## src/hdl/bmw_pkg.sv

```systemverilog
`default_nettype none
// ----------------------------------------------------------------------------
// bmw_pkg
// Types, codes and the logical block decoder shared by the block-map walker.
// ----------------------------------------------------------------------------
package bmw_pkg;

  localparam int DIRECT_COUNT = 12;
  localparam int SLOT_SINGLE  = 12;
  localparam int SLOT_DOUBLE  = 13;
  localparam int SLOT_COUNT   = 14;
  localparam int LB_W         = 22;
  localparam int WORD_W       = 32;
  localparam int IDX_W        = 10;

  localparam logic [1:0] CMD_LOAD  = 2'd0;
  localparam logic [1:0] CMD_XLATE = 2'd1;
  localparam logic [1:0] CMD_FILL  = 2'd2;

  typedef enum logic [1:0] {
    KIND_ANSWER = 2'd0,
    KIND_READ   = 2'd1,
    KIND_FAIL   = 2'd2
  } kind_t;

  typedef enum logic [1:0] {
    OP_LOAD  = 2'd0,
    OP_XLATE = 2'd1,
    OP_FILL  = 2'd2
  } op_t;

  typedef enum logic [1:0] {
    REG_DIRECT = 2'd0,
    REG_SINGLE = 2'd1,
    REG_DOUBLE = 2'd2,
    REG_FAIL   = 2'd3
  } region_t;

  typedef struct packed {
    region_t            region;
    logic [IDX_W-1:0]   index;   // direct slot, single entry or root entry
    logic [IDX_W-1:0]   second;  // leaf entry
  } dec_t;

  typedef struct packed {
    op_t                op;
    logic [3:0]         slot;
    logic [WORD_W-1:0]  value;
    logic               err;
    logic [LB_W-1:0]    lb;
    dec_t               dec;
  } item_t;

  function automatic dec_t decode(logic [LB_W-1:0] lb, logic [1:0] lbs, logic unsup);
    dec_t             d;
    logic [LB_W-1:0]  epb;
    logic [LB_W-1:0]  idx;
    logic [LB_W-1:0]  idx2;
    epb  = LB_W'(256) << lbs;
    idx  = lb - LB_W'(DIRECT_COUNT);
    idx2 = idx - epb;
    d.region = REG_FAIL;
    d.index  = lb[IDX_W-1:0];
    d.second = '0;
    if (lb < LB_W'(DIRECT_COUNT)) begin
      d.region = REG_DIRECT;
    end else if (unsup) begin
      d.region = REG_FAIL;
    end else if (idx < epb) begin
      d.region = REG_SINGLE;
      d.index  = idx[IDX_W-1:0];
    end else if ((idx2 >> (16 + 2 * int'(lbs))) != '0) begin
      d.region = REG_FAIL;
    end else begin
      d.region = REG_DOUBLE;
      d.index  = IDX_W'(idx2 >> (8 + int'(lbs)));
      d.second = IDX_W'(idx2 & (epb - LB_W'(1)));
    end
    return d;
  endfunction

endpackage
`default_nettype wire

```

## src/hdl/bmw_queue.sv

```systemverilog
`default_nettype none
// ----------------------------------------------------------------------------
// bmw_queue
// Four-entry queue of classified items between the front and the back.
// ----------------------------------------------------------------------------
module bmw_queue (
  input  wire logic          clk,
  input  wire logic          rst,
  input  wire logic          push,
  input  wire bmw_pkg::item_t push_item,
  output logic               full,
  output logic               not_empty,
  input  wire logic          pop,
  output bmw_pkg::item_t     head
);

  localparam int DEPTH = 4;
  localparam int PW    = $clog2(DEPTH);

  bmw_pkg::item_t  entries [DEPTH];
  logic [PW-1:0]   wr_ptr;
  logic [PW-1:0]   rd_ptr;
  logic [PW:0]     count;

  assign full      = (count == (PW+1)'(DEPTH));
  assign not_empty = (count != '0);
  assign head      = entries[rd_ptr];

  always_ff @(posedge clk) begin
    if (push && !full) begin
      entries[wr_ptr] <= push_item;
    end
  end

  always_ff @(posedge clk) begin
    if (rst) begin
      wr_ptr <= '0;
      rd_ptr <= '0;
      count  <= '0;
    end else begin
      if (push && !full) wr_ptr <= wr_ptr + PW'(1);
      if (pop && not_empty) rd_ptr <= rd_ptr + PW'(1);
      count <= count + (PW+1)'(push && !full) - (PW+1)'(pop && not_empty);
    end
  end

endmodule
`default_nettype wire

```

## config.mk

```make
export PLATFORM = sky130hd
export DESIGN_NAME = bmw_queue
export DESIGN_NICKNAME = d
export VERILOG_FILES = /design/src/hdl/bmw_pkg.sv /design/src/hdl/bmw_queue.sv
export SDC_FILE = /design/constraint.sdc
export NUM_CORES = 1
export LEC_CHECK = 0
export ABC_AREA = 1
export ABC_CLOCK_PERIOD_IN_PS = 14000
export BUFFER_PORTS_ARGS = -buffer_cell sky130_fd_sc_hd__buf_2
export CAP_MARGIN = 20
export CORE_MARGIN = 2
export CORE_UTILIZATION = 31
export CTS_CLUSTER_DIAMETER = 50
export DETAILED_ROUTE_END_ITERATION = 7
export PLACE_DENSITY = 0.54
export SLEW_MARGIN = 20
export SYNTH_ARGS = -nofsm -noshare
export SYNTH_HDL_FRONTEND = slang
export SYNTH_SLANG_ARGS = --single-unit
export TNS_END_PERCENT = 100
```

## constraint.sdc

```tcl
create_clock -name clk -period 14 [get_ports clk]
set_input_delay 0 -clock clk [delete_from_list [all_inputs] [get_ports clk]]
set_output_delay 0 -clock clk [all_outputs]
set_load 0.01 [all_outputs]
```

==> summary.md <==
| Metric | Value |
|---|---|
| Post-DR wirelength/cell | 17.3 um |
| Chip height | 207 um |
| Post-layout nets | 1220 |
| Multi-input gate area | 2250 um2 |
| Syn nets | 963 |
| Setup ws final | 10710 ps |
| Mux contribution to synthesized area | 0 |
| Vias in the first global route | 7853 |
| Total grt overflow | 0 |
| Int Power | 0.00202 W |
| Yosys top cell area share | 0.780 |
| Fin. Hold Viols | 0 |
| TritonCTS clock tree | done |
| Worst R2R Path Depth | 6 |
| DRT Wirelength | 29200 um |
| Hold WS | 182 ps |
| Switching power | 0.000838 W |
| DIE AREA | 42900 um2 |
| Synth top area cells | edfxtp_1 (78%), nor2_1 (5.3%), o21ai_0 (4.2%) |
| Critical path class | reg -> out |
| Final Setup Violations | 0 |
| Max Clock Freq | 304 MHz |
| Die Wd | 207 um |
| Clock network fraction of total power | 0.338 |
| Number of buffers created by CTS | 40 |
| Core Region | 40700 um2 |
| Commonest non-fill, non-tap cells in the layout | edfxtp_1 (332), nor2_1 (175), buf_2 (171), o21ai_0 (107), dlygate4sd3_1 (86) |
| CP max stage delay | 810 ps |
| Largest net degree at the start of global routing | 91 |
| Initial DRC count | 546 |
| Synth Area in Compound Gates | 0.109 |
| Root Buffer | clkbuf_16 |
| Combinational power share | 0.208 |
| Sw frac | 0.293 |
| Commonest non-fill, non-tap cell in the layout | edfxtp_1 |
| Mapped Cells | 869 |
| Worst Tran Pin Value | 1010 ps |
| Worst skew pair latency | 530 ps |
| Crit path cell chain | inv_6 > buf_4 > nor2_1 > o22ai_1 > buf_2 |
| Fin util | 0.397 |
| Reg area | 10200 um2 |
| Status | complete, no violations |
| Setup Skew | 10.9 ps |
| Seq pwr share | 0.454 |
| Crit share post-route | 0.235 |
| Setup slack at placement | 10930 ps |
| HP Class | in -> reg |
| CP max stage cell | buf_4 |
| Starting Density | 0.314 |
| Yosys cell types | 19 |
| Relative slew slack | 0.326 |
| Drt pass-1 iters | 5 |
| Via count | 7924 |
| # rows | 74 |
| Routed Antenna Nets | 0 |
| Max IR drop VDD | 128 uV |
| Post-synthesis sequential area ratio | 0.794 |
| Share of cells above drive strength 1 | 0.214 |
| RSZ-0062 raised after global routing | false |
| Average cell area after synthesis | 14.7 um2 |
| Clock tree buffer depth | 3 |
| Minimum clock period | 3290 ps |
| Met1 usage | 0.178 |
| XOR/XNOR share of the synthesized area | 0 |
| Sum Neg Setup Slack | 0 ps |
| WP data arrival | 3290 ps |
| Pleak | 5.66 nW |
| #FFs+latches synth | 341 |
| Post-CTS Setup Bufs | 0 |
| Port bufs | 171 |
| Max Cap Viol | 0 |
| Startpoint types | register |
| Met3 Usage GRT | 0.0338 |
| Initial antenna violation count | 2 |
| DRC Markers | 0 |
| Hold Path Depth | 3 |
| Leading area contributor after synthesis | edfxtp_1 |
| Ys Warns | 0 |
| Post-synthesis simple-gate area fraction | 0.0573 |
| H-tree Lvls | 2 |
| Final Wtd Congestion | 0.694 |
| Number of fill cells in the layout | 3826 |
| Combinational family with the most area after synthesis | compound AO/OA/AOI/OAI gates |
| First-pass GRT wire length | 45200 um |
| Crit path capture type | output pin |
| Total GRT Usage | 0.135 |
| Synth Area in Adders | 0.00744 |
| Final HPWL DP | 15700 um |
| Critical path peak fanout | 90 |
| Top Ports | 172 |
| Area Growth Syn to Fin | 26.5% |
| Max Slew Vio Count | 0 |
| Clock transition at the registers of the reported paths | 60 ps |
| Syn Std Cell Area | 12800 um2 |
| TritonCTS sink count | 341 |
| DR vias/cell | 4.71 |
| Critical Path RT | 14000 ps |
| Power Dens Cells | 177 nW/um2 |
| Busiest grt layer | met2 |
| M2 GR Usage | 0.215 |
==> worst max-delay path, delay by kind of cell (launching register included) <==
family	cells	cell delay (ps)
buffers and inverters	3	1670
DFF	1	620
AOI/OAI and AO/OA	1	270
and+or+nand+nor	1	100
==> through the flow <==
| step | power [W] | cells | instance area, um2 |
|---|---|---|---|
| 2_1_floorplan | 0.00168 | 869 | 12800 |
| 3_3_place_gp | 0.00190 | 1530 | 14100 |
| 3_5_place_dp | 0.00191 | 1530 | 14100 |
| 4_1_cts | 0.00290 | 1683 | 16200 |
| 5_1_grt | 0.00300 | 1684 | 16200 |
| 6_report | 0.00286 | 1684 | 16200 |
==> final timing paths <==
check             slack [ps]       from             to
setup reg to reg       11030   count[1]  entries[0][2]
hold / removal           180        rst       count[0]
setup / recovery       10710   register       head[40]
hold reg to reg          480  rd_ptr[0]       register
==> layout make-up <==
cell class	count	share of cell area
Antenna cell	1	0.000155
Clock buffer	47	0.0649
Clock inverter	20	0.0104
Inverter	17	0.00433
Multi-Input combinational cell	457	0.139
Sequential cell	341	0.628
Tap cell	532	0.0412
Timing Repair Buffer	269	0.112
==> power by group through the flow <==
stage	clock network, W	logic, W	registers, W
2_1_floorplan	0	0.000385	0.00130
3_3_place_gp	0	0.000586	0.00132
3_5_place_dp	0	0.000588	0.00132
4_1_cts	0.000994	0.000610	0.00130
5_1_grt	0.00103	0.000665	0.00131
6_report	0.000965	0.000596	0.00130
==> synthesized netlist by cell type <==
library cell and n:
inv_1 16, inv_4 1, nand3_1 3, clkbuf_1 21, fa_1 1, edfxtp_1 332
a21oi_1 4, buf_2 8, o21ai_0 107, dfxtp_1 9, nand2_1 12, buf_4 10
nor2_1 179, ha_1 6, buf_6 12, clkbuf_2 3, o22ai_1 83, o21ai_1 60
a21boi_0 2
==> sequential cells by signal, summed over array words and instances (netlist names), named ones only <==
register,flops
wr_ptr,2
rd_ptr,2
entries,332
count,3
==> routing by layer <==
layer	part of all wire	vias up
met4	0.025	2
met1	0.45	3868
met2	0.46	218
met3	0.058	50
met5	0.00045	-
li1	-	3786
==> logic make-up after synthesis <==
| kind of cell | Yosys count |
|---|---|
| AOI/OAI and AO/OA | 256 |
| buffers and inverters | 71 |
| DFF | 341 |
| and+or+nand+nor | 194 |
| adders and majority gates | 7 |
==> timing repair <==
action,CTS,global route
hold buffers,86,0
gates resized for setup,0,0
endpoints found under the hold margin,341,0
Note: power is estimated with default switching activity, not from simulation.
