--- config.mk ---
export PLATFORM = sky130hd
export DESIGN_NAME = bmw_front
export DESIGN_NICKNAME = d
export VERILOG_FILES = /design/src/hdl/bmw_pkg.sv /design/src/hdl/bmw_front.sv
export SDC_FILE = /design/constraint.sdc
export NUM_CORES = 1
export LEC_CHECK = 0
export BUFFER_PORTS_ARGS = -buffer_cell sky130_fd_sc_hd__buf_2
export CAP_MARGIN = 10
export CORE_ASPECT_RATIO = 0.6
export CORE_MARGIN = 2
export CORE_UTILIZATION = 30
export DETAILED_ROUTE_END_ITERATION = 10
export HOLD_SLACK_MARGIN = 0.1
export PLACE_DENSITY = 0.51
export SYNTH_ARGS = -nofsm -noshare
export SYNTH_HDL_FRONTEND = slang
export SYNTH_SLANG_ARGS = --single-unit
--- constraint.sdc ---
create_clock -name clk -period 4.4 [get_ports clk]
set_input_delay 0.22 -clock clk [delete_from_list [all_inputs] [get_ports clk]]
set_output_delay 0.22 -clock clk [all_outputs]
set_load 0.1 [all_outputs]
--- src/hdl/bmw_pkg.sv ---
`default_nettype none
// ----------------------------------------------------------------------------
// bmw_pkg
// Types, codes and the logical block decoder shared by the block-map walker.
// ----------------------------------------------------------------------------
package bmw_pkg;

  localparam int DIRECT_COUNT = 12;
  localparam int SLOT_SINGLE  = 12;
  localparam int SLOT_DOUBLE  = 13;
  localparam int SLOT_COUNT   = 14;
  localparam int LB_W         = 22;
  localparam int WORD_W       = 32;
  localparam int IDX_W        = 10;

  localparam logic [1:0] CMD_LOAD  = 2'd0;
  localparam logic [1:0] CMD_XLATE = 2'd1;
  localparam logic [1:0] CMD_FILL  = 2'd2;

  typedef enum logic [1:0] {
    KIND_ANSWER = 2'd0,
    KIND_READ   = 2'd1,
    KIND_FAIL   = 2'd2
  } kind_t;

  typedef enum logic [1:0] {
    OP_LOAD  = 2'd0,
    OP_XLATE = 2'd1,
    OP_FILL  = 2'd2
  } op_t;

  typedef enum logic [1:0] {
    REG_DIRECT = 2'd0,
    REG_SINGLE = 2'd1,
    REG_DOUBLE = 2'd2,
    REG_FAIL   = 2'd3
  } region_t;

  typedef struct packed {
    region_t            region;
    logic [IDX_W-1:0]   index;   // direct slot, single entry or root entry
    logic [IDX_W-1:0]   second;  // leaf entry
  } dec_t;

  typedef struct packed {
    op_t                op;
    logic [3:0]         slot;
    logic [WORD_W-1:0]  value;
    logic               err;
    logic [LB_W-1:0]    lb;
    dec_t               dec;
  } item_t;

  function automatic dec_t decode(logic [LB_W-1:0] lb, logic [1:0] lbs, logic unsup);
    dec_t             d;
    logic [LB_W-1:0]  epb;
    logic [LB_W-1:0]  idx;
    logic [LB_W-1:0]  idx2;
    epb  = LB_W'(256) << lbs;
    idx  = lb - LB_W'(DIRECT_COUNT);
    idx2 = idx - epb;
    d.region = REG_FAIL;
    d.index  = lb[IDX_W-1:0];
    d.second = '0;
    if (lb < LB_W'(DIRECT_COUNT)) begin
      d.region = REG_DIRECT;
    end else if (unsup) begin
      d.region = REG_FAIL;
    end else if (idx < epb) begin
      d.region = REG_SINGLE;
      d.index  = idx[IDX_W-1:0];
    end else if ((idx2 >> (16 + 2 * int'(lbs))) != '0) begin
      d.region = REG_FAIL;
    end else begin
      d.region = REG_DOUBLE;
      d.index  = IDX_W'(idx2 >> (8 + int'(lbs)));
      d.second = IDX_W'(idx2 & (epb - LB_W'(1)));
    end
    return d;
  endfunction

endpackage
`default_nettype wire

--- src/hdl/bmw_front.sv ---
`default_nettype none
// ----------------------------------------------------------------------------
// bmw_front
// Accept input items, drop meaningless ones, decode logical blocks, enqueue.
// ----------------------------------------------------------------------------
module bmw_front (
  input  wire logic          clk,
  input  wire logic          rst,
  input  wire logic          in_valid,
  output logic               in_stall,
  input  wire logic [1:0]    command,
  input  wire logic [3:0]    slot,
  input  wire logic [21:0]   file_block,
  input  wire logic [31:0]   value,
  input  wire logic          read_error,
  input  wire logic [1:0]    lbs,
  input  wire logic          unsup,
  output logic               push,
  output bmw_pkg::item_t     push_item,
  input  wire logic          q_full
);

  logic            stage_valid;
  bmw_pkg::item_t  stage;
  bmw_pkg::item_t  stage_next;
  logic            keep;
  logic            accept;

  assign in_stall  = stage_valid && q_full;
  assign accept    = in_valid && !in_stall;
  assign push      = stage_valid && !q_full;
  assign push_item = stage;

  always_comb begin
    stage_next.slot  = slot;
    stage_next.value = value;
    stage_next.err   = read_error;
    stage_next.lb    = file_block;
    stage_next.dec   = bmw_pkg::decode(file_block, lbs, unsup);
    stage_next.op    = bmw_pkg::OP_LOAD;
    keep             = 1'b0;
    case (command)
      bmw_pkg::CMD_LOAD: begin
        keep = (slot < 4'(bmw_pkg::SLOT_COUNT));
      end
      bmw_pkg::CMD_XLATE: begin
        stage_next.op = bmw_pkg::OP_XLATE;
        keep          = 1'b1;
      end
      bmw_pkg::CMD_FILL: begin
        stage_next.op = bmw_pkg::OP_FILL;
        keep          = 1'b1;
      end
      default: keep = 1'b0;
    endcase
  end

  always_ff @(posedge clk) begin
    if (accept) stage <= stage_next;
  end

  always_ff @(posedge clk) begin
    if (rst) begin
      stage_valid <= 1'b0;
    end else if (accept) begin
      stage_valid <= keep;
    end else if (push) begin
      stage_valid <= 1'b0;
    end
  end

endmodule
`default_nettype wire

==> results of run 1 <==
per-stage QoR:
step | hold WS [ns] | instance area (sq um)
after global placement | 0.377 | 5750
after CTS | 0.114 | 6460
after global routing | 0.119 | 6480
after detailed placement | 0.387 | 5750
after floorplan | 0.292 | 4560
final | 0.129 | 6480
state kept, by name, indices dropped and copies added (netlist names):
| signal | flops |
|---|---|
| push_item | 83 |
| stage_valid | 1 |
area by class of cell:
| cell class | instances | area [sq um] |
|---|---|---|
| clock buffers | 9 | 225 |
| clock inverters | 7 | 70.1 |
| fillers | 1422 | 8200 |
| inverters | 14 | 52.6 |
| multi-input cells | 269 | 1890 |
| flip-flops and latches | 84 | 2510 |
| well taps | 198 | 248 |
| repair buffers | 234 | 1480 |
synthesized netlist by cell type (3+ instances only):
cell,n,share of area (%)
or4_1,7,1.2
nor2_1,31,2.6
o211ai_1,5,0.82
a21boi_0,4,0.66
a21o_1,4,0.66
mux2i_1,5,1.1
edfxtp_1,83,55
clkbuf_1,13,1.1
o32a_1,3,0.66
a31oi_1,5,0.69
o21ai_0,11,1.2
xor2_1,4,0.77
nor3b_1,4,0.66
nor4_1,6,0.82
inv_1,12,0.99
o21a_1,6,0.99
nand3_1,12,1.3
or2_2,4,0.55
and2_1,4,0.55
and3_1,5,0.69
o221a_2,5,1.2
nand2_1,26,2.1
a21oi_1,17,1.9
buf_2,4,0.44
nor3_1,16,1.8
buf_6,4,0.99
a221oi_1,3,0.58
nor2b_1,5,0.69
ha_1,8,2.2
xnor2_1,8,1.5
or3_1,9,1.2
nand4_1,7,0.96
power groups by stage:
| stage | clock network, mW | logic [mW] | registers [mW] |
|---|---|---|---|
| 4_1_cts | 0.775 | 0.715 | 0.953 |
| 6_report | 0.752 | 0.718 | 0.952 |
| 5_1_grt | 0.808 | 0.752 | 0.956 |
| 3_5_place_dp | 0 | 0.685 | 0.970 |
| 3_3_place_gp | 0 | 0.683 | 0.970 |
| 2_1_floorplan | 0 | 0.175 | 1.32 |
repair_timing:
item	4_1_cts	5_1_grt
endpoints found under the hold margin	42	0
setup endpoints to repair	0	20
hold buffers	42	0
setup buffers	0	1
resized for setup	0	1
cell families (layout without fill, tap and decap cells):
logic type / Yosys count / count (layout) / synth area share, %
compound gates: 89 / 89 / 14.9
flops: 84 / 84 / 55.2
simple gates: 152 / 152 / 19.5
mux: 8 / 8 / 2.09
xor+xnor: 12 / 12 / 2.31
fa+ha+maj: 8 / 8 / 2.20
buf+inv: 36 / 264 / 3.76
per-layer routing:
| metal | wire, um | GRT usage (%) |
|---|---|---|
| met1 | 7020 | 26.1 |
| met2 | 5640 | 24.1 |
| met3 | 1140 | 4.46 |
| met4 | 161 | 4.29 |
| met5 | 0 | 0 |
worst max-delay path, cell delays in order:
cell      delay, ns
buf_2          0.11
ha_1           0.21
or2_2          0.34
nor4_1         0.30
xor2_1         0.11
buf_4          0.17
ha_1           0.30
or4b_2         0.63
nand2_1        0.10
a21o_1         0.25
and3_2         0.28
nand3_2        0.08
buf_4          0.15
nor3_2         0.20
o311ai_4       0.17
or4_1          0.56
o221a_2        0.14
worst paths after layout:
kind                                                 end                      from
worst max-delay path             push_item[13]$_DFFE_PP_             file_block[2]
worst min-delay path             push_item[33]$_DFFE_PP_            file_block[11]
worst max register to register   push_item[52]$_DFFE_PP_  stage_valid$_SDFFE_PP0P_
worst min register to register  stage_valid$_SDFFE_PP0P_  stage_valid$_SDFFE_PP0P_
==> metrics.cfg, run 1 <==
[timing]
fin_crit_sh_pct=96.0
final_hold_viol_count=0
finalSetupViolCount=0
clock_skew_ns=0.00928
fmax_ghz=0.237
setup_slack_ns=0.176
maxSlewViolCount=0
fin_tns_setup_ns=0
period_minus_slack_ns=4.22
relSlewSlack_pct=50.7
worst_pin_slew_ns=0.735
grt_setup_unrepaired=false

[logic_synthesis]
ys_seq_area_share_pct=55.2
synth_area_sq_mm=0.00455
post_synth_num_cell_types=73
synthCells=389
syn_avg_cell_area_sq_um=11.7
synth_seq_cells=84
synth-async-reset-ratio_pct=0
synth_edf_count=83
ys.flop_type=edfxtp_1
ys_warn_count=0
syn_nets=465

[die]
rows=34
initial_core_util_pct=31.0
core-area_sq_mm=0.0147
die-area_sq_mm=0.0162
die-height_um=99.4
io_pins=153
die_w_um=163

[clock_network]
numCtsBuffers=9
root_buffer=clkbuf_16
cts_max_level=3
cts_tree=done
cts_sinks=84
worstSkewPairLatency_ns=0.34
cts.path.max_buffers=2
clk_pin_slew_ns=0.07

[route]
drt_iter0_drc=355
via_per_inst=5.02
finalWirelength_um=14000
dr_total_vias=4088
routedWlPerCell_um=17.1
first_pass_iters=5
final_antenna_net_count=0
drcViolationCount=0

[placement]
numPortBuffers=152
dp_cells=756
hpwl_um=10300
dp_slack_ns=-0.148
gp_congestion=0.884

[pwr]
p_seq_share_pct=39.3
internal-power_mw=1.51
powerDensity_mw_per_mm2=374
power_mw=2.42
ir_drop_mv=0.204
netSwitchingPower_mw=0.914
power.leakage_nw=2.58
p_sw_share_pct=37.7
p_clk_share_pct=31.0
combinationalPowerShare_pct=29.7

[finish]
layout_common_cells=152 x buf_2, 83 x edfxtp_1, 42 x dlygate4sd3_1, 40 x buf_4, 31 x nor2_1
layout-drive-gt1-share_pct=38.6
fin_nets=688
final_common_cell=buf_2
final_cells=815
num_antenna_cells=0
final_util_pct=44.2
syn2layout_area_growth_pct=42.3

[global_route]
track_usage_pct=17.2
overflow=0
grt_max_degree=44
grt_pass1_wl_um=21200
grt_pass1_vias=3802
antenna_found_initial=0

[critical_path]
critPathKind=primary input to flip-flop
critPathRequiredTime_ns=4.50
endpoint_kind=flip-flop
cp-start-kind=primary input
crit_arrival_ns=4.32
r2r_setup_slack_ns=2.39
ff2ff_path_depth=4
worst-path-max-fanout=6

[worst_hold_path]
hold_path_class=primary input to flip-flop
whs_path_depth=1

[run]
drv_cap=0

[outcome]
status=completed

Note: power is estimated with default switching activity, not from simulation.
==> run 2: changes to the inputs <==
--- a/config.mk
+++ b/config.mk
@@ -13,6 +13,7 @@
 export DETAILED_ROUTE_END_ITERATION = 10
 export HOLD_SLACK_MARGIN = 0.1
 export PLACE_DENSITY = 0.51
+export REMOVE_ABC_BUFFERS = 1
 export SYNTH_ARGS = -nofsm -noshare
 export SYNTH_HDL_FRONTEND = slang
 export SYNTH_SLANG_ARGS = --single-unit
==> constraint.sdc (replaced) <==
create_clock -name clk -period 3.8 [get_ports clk]
set_input_delay 0.19 -clock clk [delete_from_list [all_inputs] [get_ports clk]]
set_output_delay 0.19 -clock clk [all_outputs]
set_load 0.1 [all_outputs]
==> run 2 against run 1 <==
Die area is the same. Critical path depth grew 1. Design area grew 6.7%. Register-to-register slack lost 0.51 ns. Sequential power grew 16%. Routed wire length grew 4.7%. Count of clock-buffer cells in the layout grew 1. Global-route usage grew 0.90 points. Clock power grew 21%. Combinational power grew 24%. Setup slack lost 0.058 ns. Critical path type unchanged. Largest cell class unchanged.
==> metrics.cfg, run 2 (same netlist as run 1, synthesis figures left out) <==
[die]
rows=34  ; unchanged
core-area_sq_mm=0.0147  ; unchanged
io_pins=153  ; unchanged
die_w_um=163  ; unchanged
die-height_um=99.4  ; unchanged
initial_core_util_pct=31.0  ; unchanged
die-area_sq_mm=0.0162  ; unchanged

[placement]
numPortBuffers=152  ; unchanged
dp_cells=784  ; +3.7%
hpwl_um=10900  ; +5.6%
gp_congestion=0.912  ; +3.1%

[timing]
finalSetupViolCount=0  ; unchanged
fin_tns_setup_ns=0  ; unchanged
relSlewSlack_pct=39.0  ; -12 points
period_minus_slack_ns=3.68
fin_crit_sh_pct=96.9
maxSlewViolCount=0  ; unchanged
fmax_ghz=0.272
final_hold_viol_count=0  ; unchanged
clock_skew_ns=0.00900  ; -0.000280 ns
grt_setup_unrepaired=true
worst_pin_slew_ns=0.913  ; +0.179 ns

[finish]
final_util_pct=47.1  ; +2.9 points
final_cells=852  ; +4.5%
syn2layout_area_growth_pct=51.8
layout_common_cells=150 x buf_2, 83 x edfxtp_1, 71 x buf_4, 43 x dlygate4sd3_1, 30 x nor2_1
num_antenna_cells=0  ; unchanged
fin_nets=725  ; +5.4%
layout-drive-gt1-share_pct=44.2  ; +5.6 points
largest_reg_flops=83  ; unchanged
final_common_cell=buf_2

[route]
routedWlPerCell_um=17.2  ; +0.13%
finalWirelength_um=14600  ; +4.7%
first_pass_iters=5  ; unchanged
drt_iter0_drc=368  ; +3.7%
via_per_inst=4.99  ; -0.48%
dr_total_vias=4253  ; +4.0%
drcViolationCount=0  ; unchanged
final_antenna_net_count=0  ; unchanged

[critical_path]
cp_common_cell=buf_4
r2r_end=push_item[37]$_DFFE_PP_
crit_arrival_ns=3.75  ; -0.57 ns
ff2ff_path_depth=3  ; -1
crit_slowest_cell=nor4_4
r2r_setup_slack_ns=1.88  ; -0.51 ns
worst-path-max-fanout=8  ; +2
endpoint_kind=flip-flop
cp-start-kind=primary input
slowest_delay_ns=0.33  ; -0.30 ns
cp_cell_sequence=buf_2 > buf_4 > nor4_4 > buf_4 > nand2_1 > xnor2_1 > ha_1 > and2_1 > a221oi_2 > buf_4 > buf_4 > nand3_4 > buf_6 > nor4_4 > mux2i_2 > nand2_2 > a31oi_4 > o211ai_1
reg2reg_from=stage_valid$_SDFFE_PP0P_
cp-startpoint=file_block[6]
critPathRequiredTime_ns=3.87  ; -0.63 ns
critPathKind=primary input to flip-flop

[worst_hold_path]
hp-start=file_block[0]
whs_path_depth=1  ; unchanged
hold_path_class=primary input to flip-flop
hold_end=push_item[22]$_DFFE_PP_

[clock_network]
root_buffer=clkbuf_16
worstSkewPairLatency_ns=0.34  ; about the same
clk_pin_slew_ns=0.06  ; about the same
numCtsBuffers=9  ; unchanged
cts.path.max_buffers=2  ; unchanged
cts_max_level=3  ; unchanged
cts_tree=done
cts_sinks=84  ; unchanged

[global_route]
grt_pass1_vias=4024  ; +5.8%
antenna_found_initial=0  ; unchanged
track_usage_pct=18.1  ; +0.90 points
grt_pass1_wl_um=22200  ; +4.7%
grt_max_degree=52  ; +18%
overflow=0  ; unchanged

[pwr]
power_mw=2.90  ; +20%
power.leakage_nw=2.81  ; +8.8%
powerDensity_mw_per_mm2=420  ; +12%
ir_drop_mv=0.258  ; +26%

[run]
drv_cap=0  ; unchanged

[outcome]
status=completed

[run 2: changes by cell type in the layout (fill, tap and decap cells not counted), sizes merged]
cell	change
buf	+36
clkinvlp	-2
bufinv	+1
clkbuf	+1
dlygate4sd3	+1
[run 2: critical path, delay by kind of cell]
kind	cells	cell delay [ns]
AND/OR/NAND/NOR	6	1.09
buffers and inverters	6	0.94
AO/OA/AOI/OAI	3	0.67
multiplexers	1	0.31
adder cells (fa/ha/maj)	1	0.29
XOR/XNOR	1	0.25
[run 2: where the power goes]
group	total, mW	switching, mW	internal [mW]	leakage (nW)
registers	1.10	0.0143	1.09	0.818
clock network	0.907	0.388	0.519	0.145
logic	0.893	0.653	0.239	1.84
total	2.90	1.06	1.85	2.81
[run 2: worst max path at each step]
stage	end	slack, ns
2_1_floorplan	push_item[0]$_SDFFCE_PP0P_	-1.32
3_3_place_gp	push_item[13]$_DFFE_PP_	-0.62
3_5_place_dp	push_item[12]$_DFFE_PP_	-0.72
4_1_cts	push_item[10]$_DFFE_PP_	0.02
5_1_grt	push_item[12]$_DFFE_PP_	-0.09
6_report	push_item[12]$_DFFE_PP_	0.12
[run 2: metal layers]
metal	vias up	wire, um	global-route usage (%)
li1	2035	-	-
met1	2068	7440	27.4
met2	148	6160	26.6
met3	2	968	3.63
met4	0	54	3.88
met5	-	0	0
[run 2: area by class of cell]
cell class	instances	area, sq um
repair buffers	271	1810
clock inverters	6	71.3
fillers	1363	7760
well taps	198	248
inverters	14	52.6
multi-input cells	269	1990
clock buffers	10	229
flip-flops and latches	84	2510
[run 2: through the flow]
| stage | hold slack (ns) | cell area, sq um | worst slack (ns) |
|---|---|---|---|
| detailed placement | 0.355 | 5980 | -0.717 |
| finish | 0.110 | 6910 | 0.118 |
| CTS | 0.102 | 6800 | 0.0193 |
| global placement | 0.351 | 5980 | -0.616 |
| global route | 0.106 | 6910 | -0.0854 |
| floorplan | 0.262 | 4430 | -1.32 |
[run 2: timing repair]
item	4_1_cts	5_1_grt
pin swaps	10	19
gates resized for setup	10	20
endpoints found under the hold margin	43	0
setup endpoints to repair	22	20
hold buffers	43	0
setup buffers	5	4
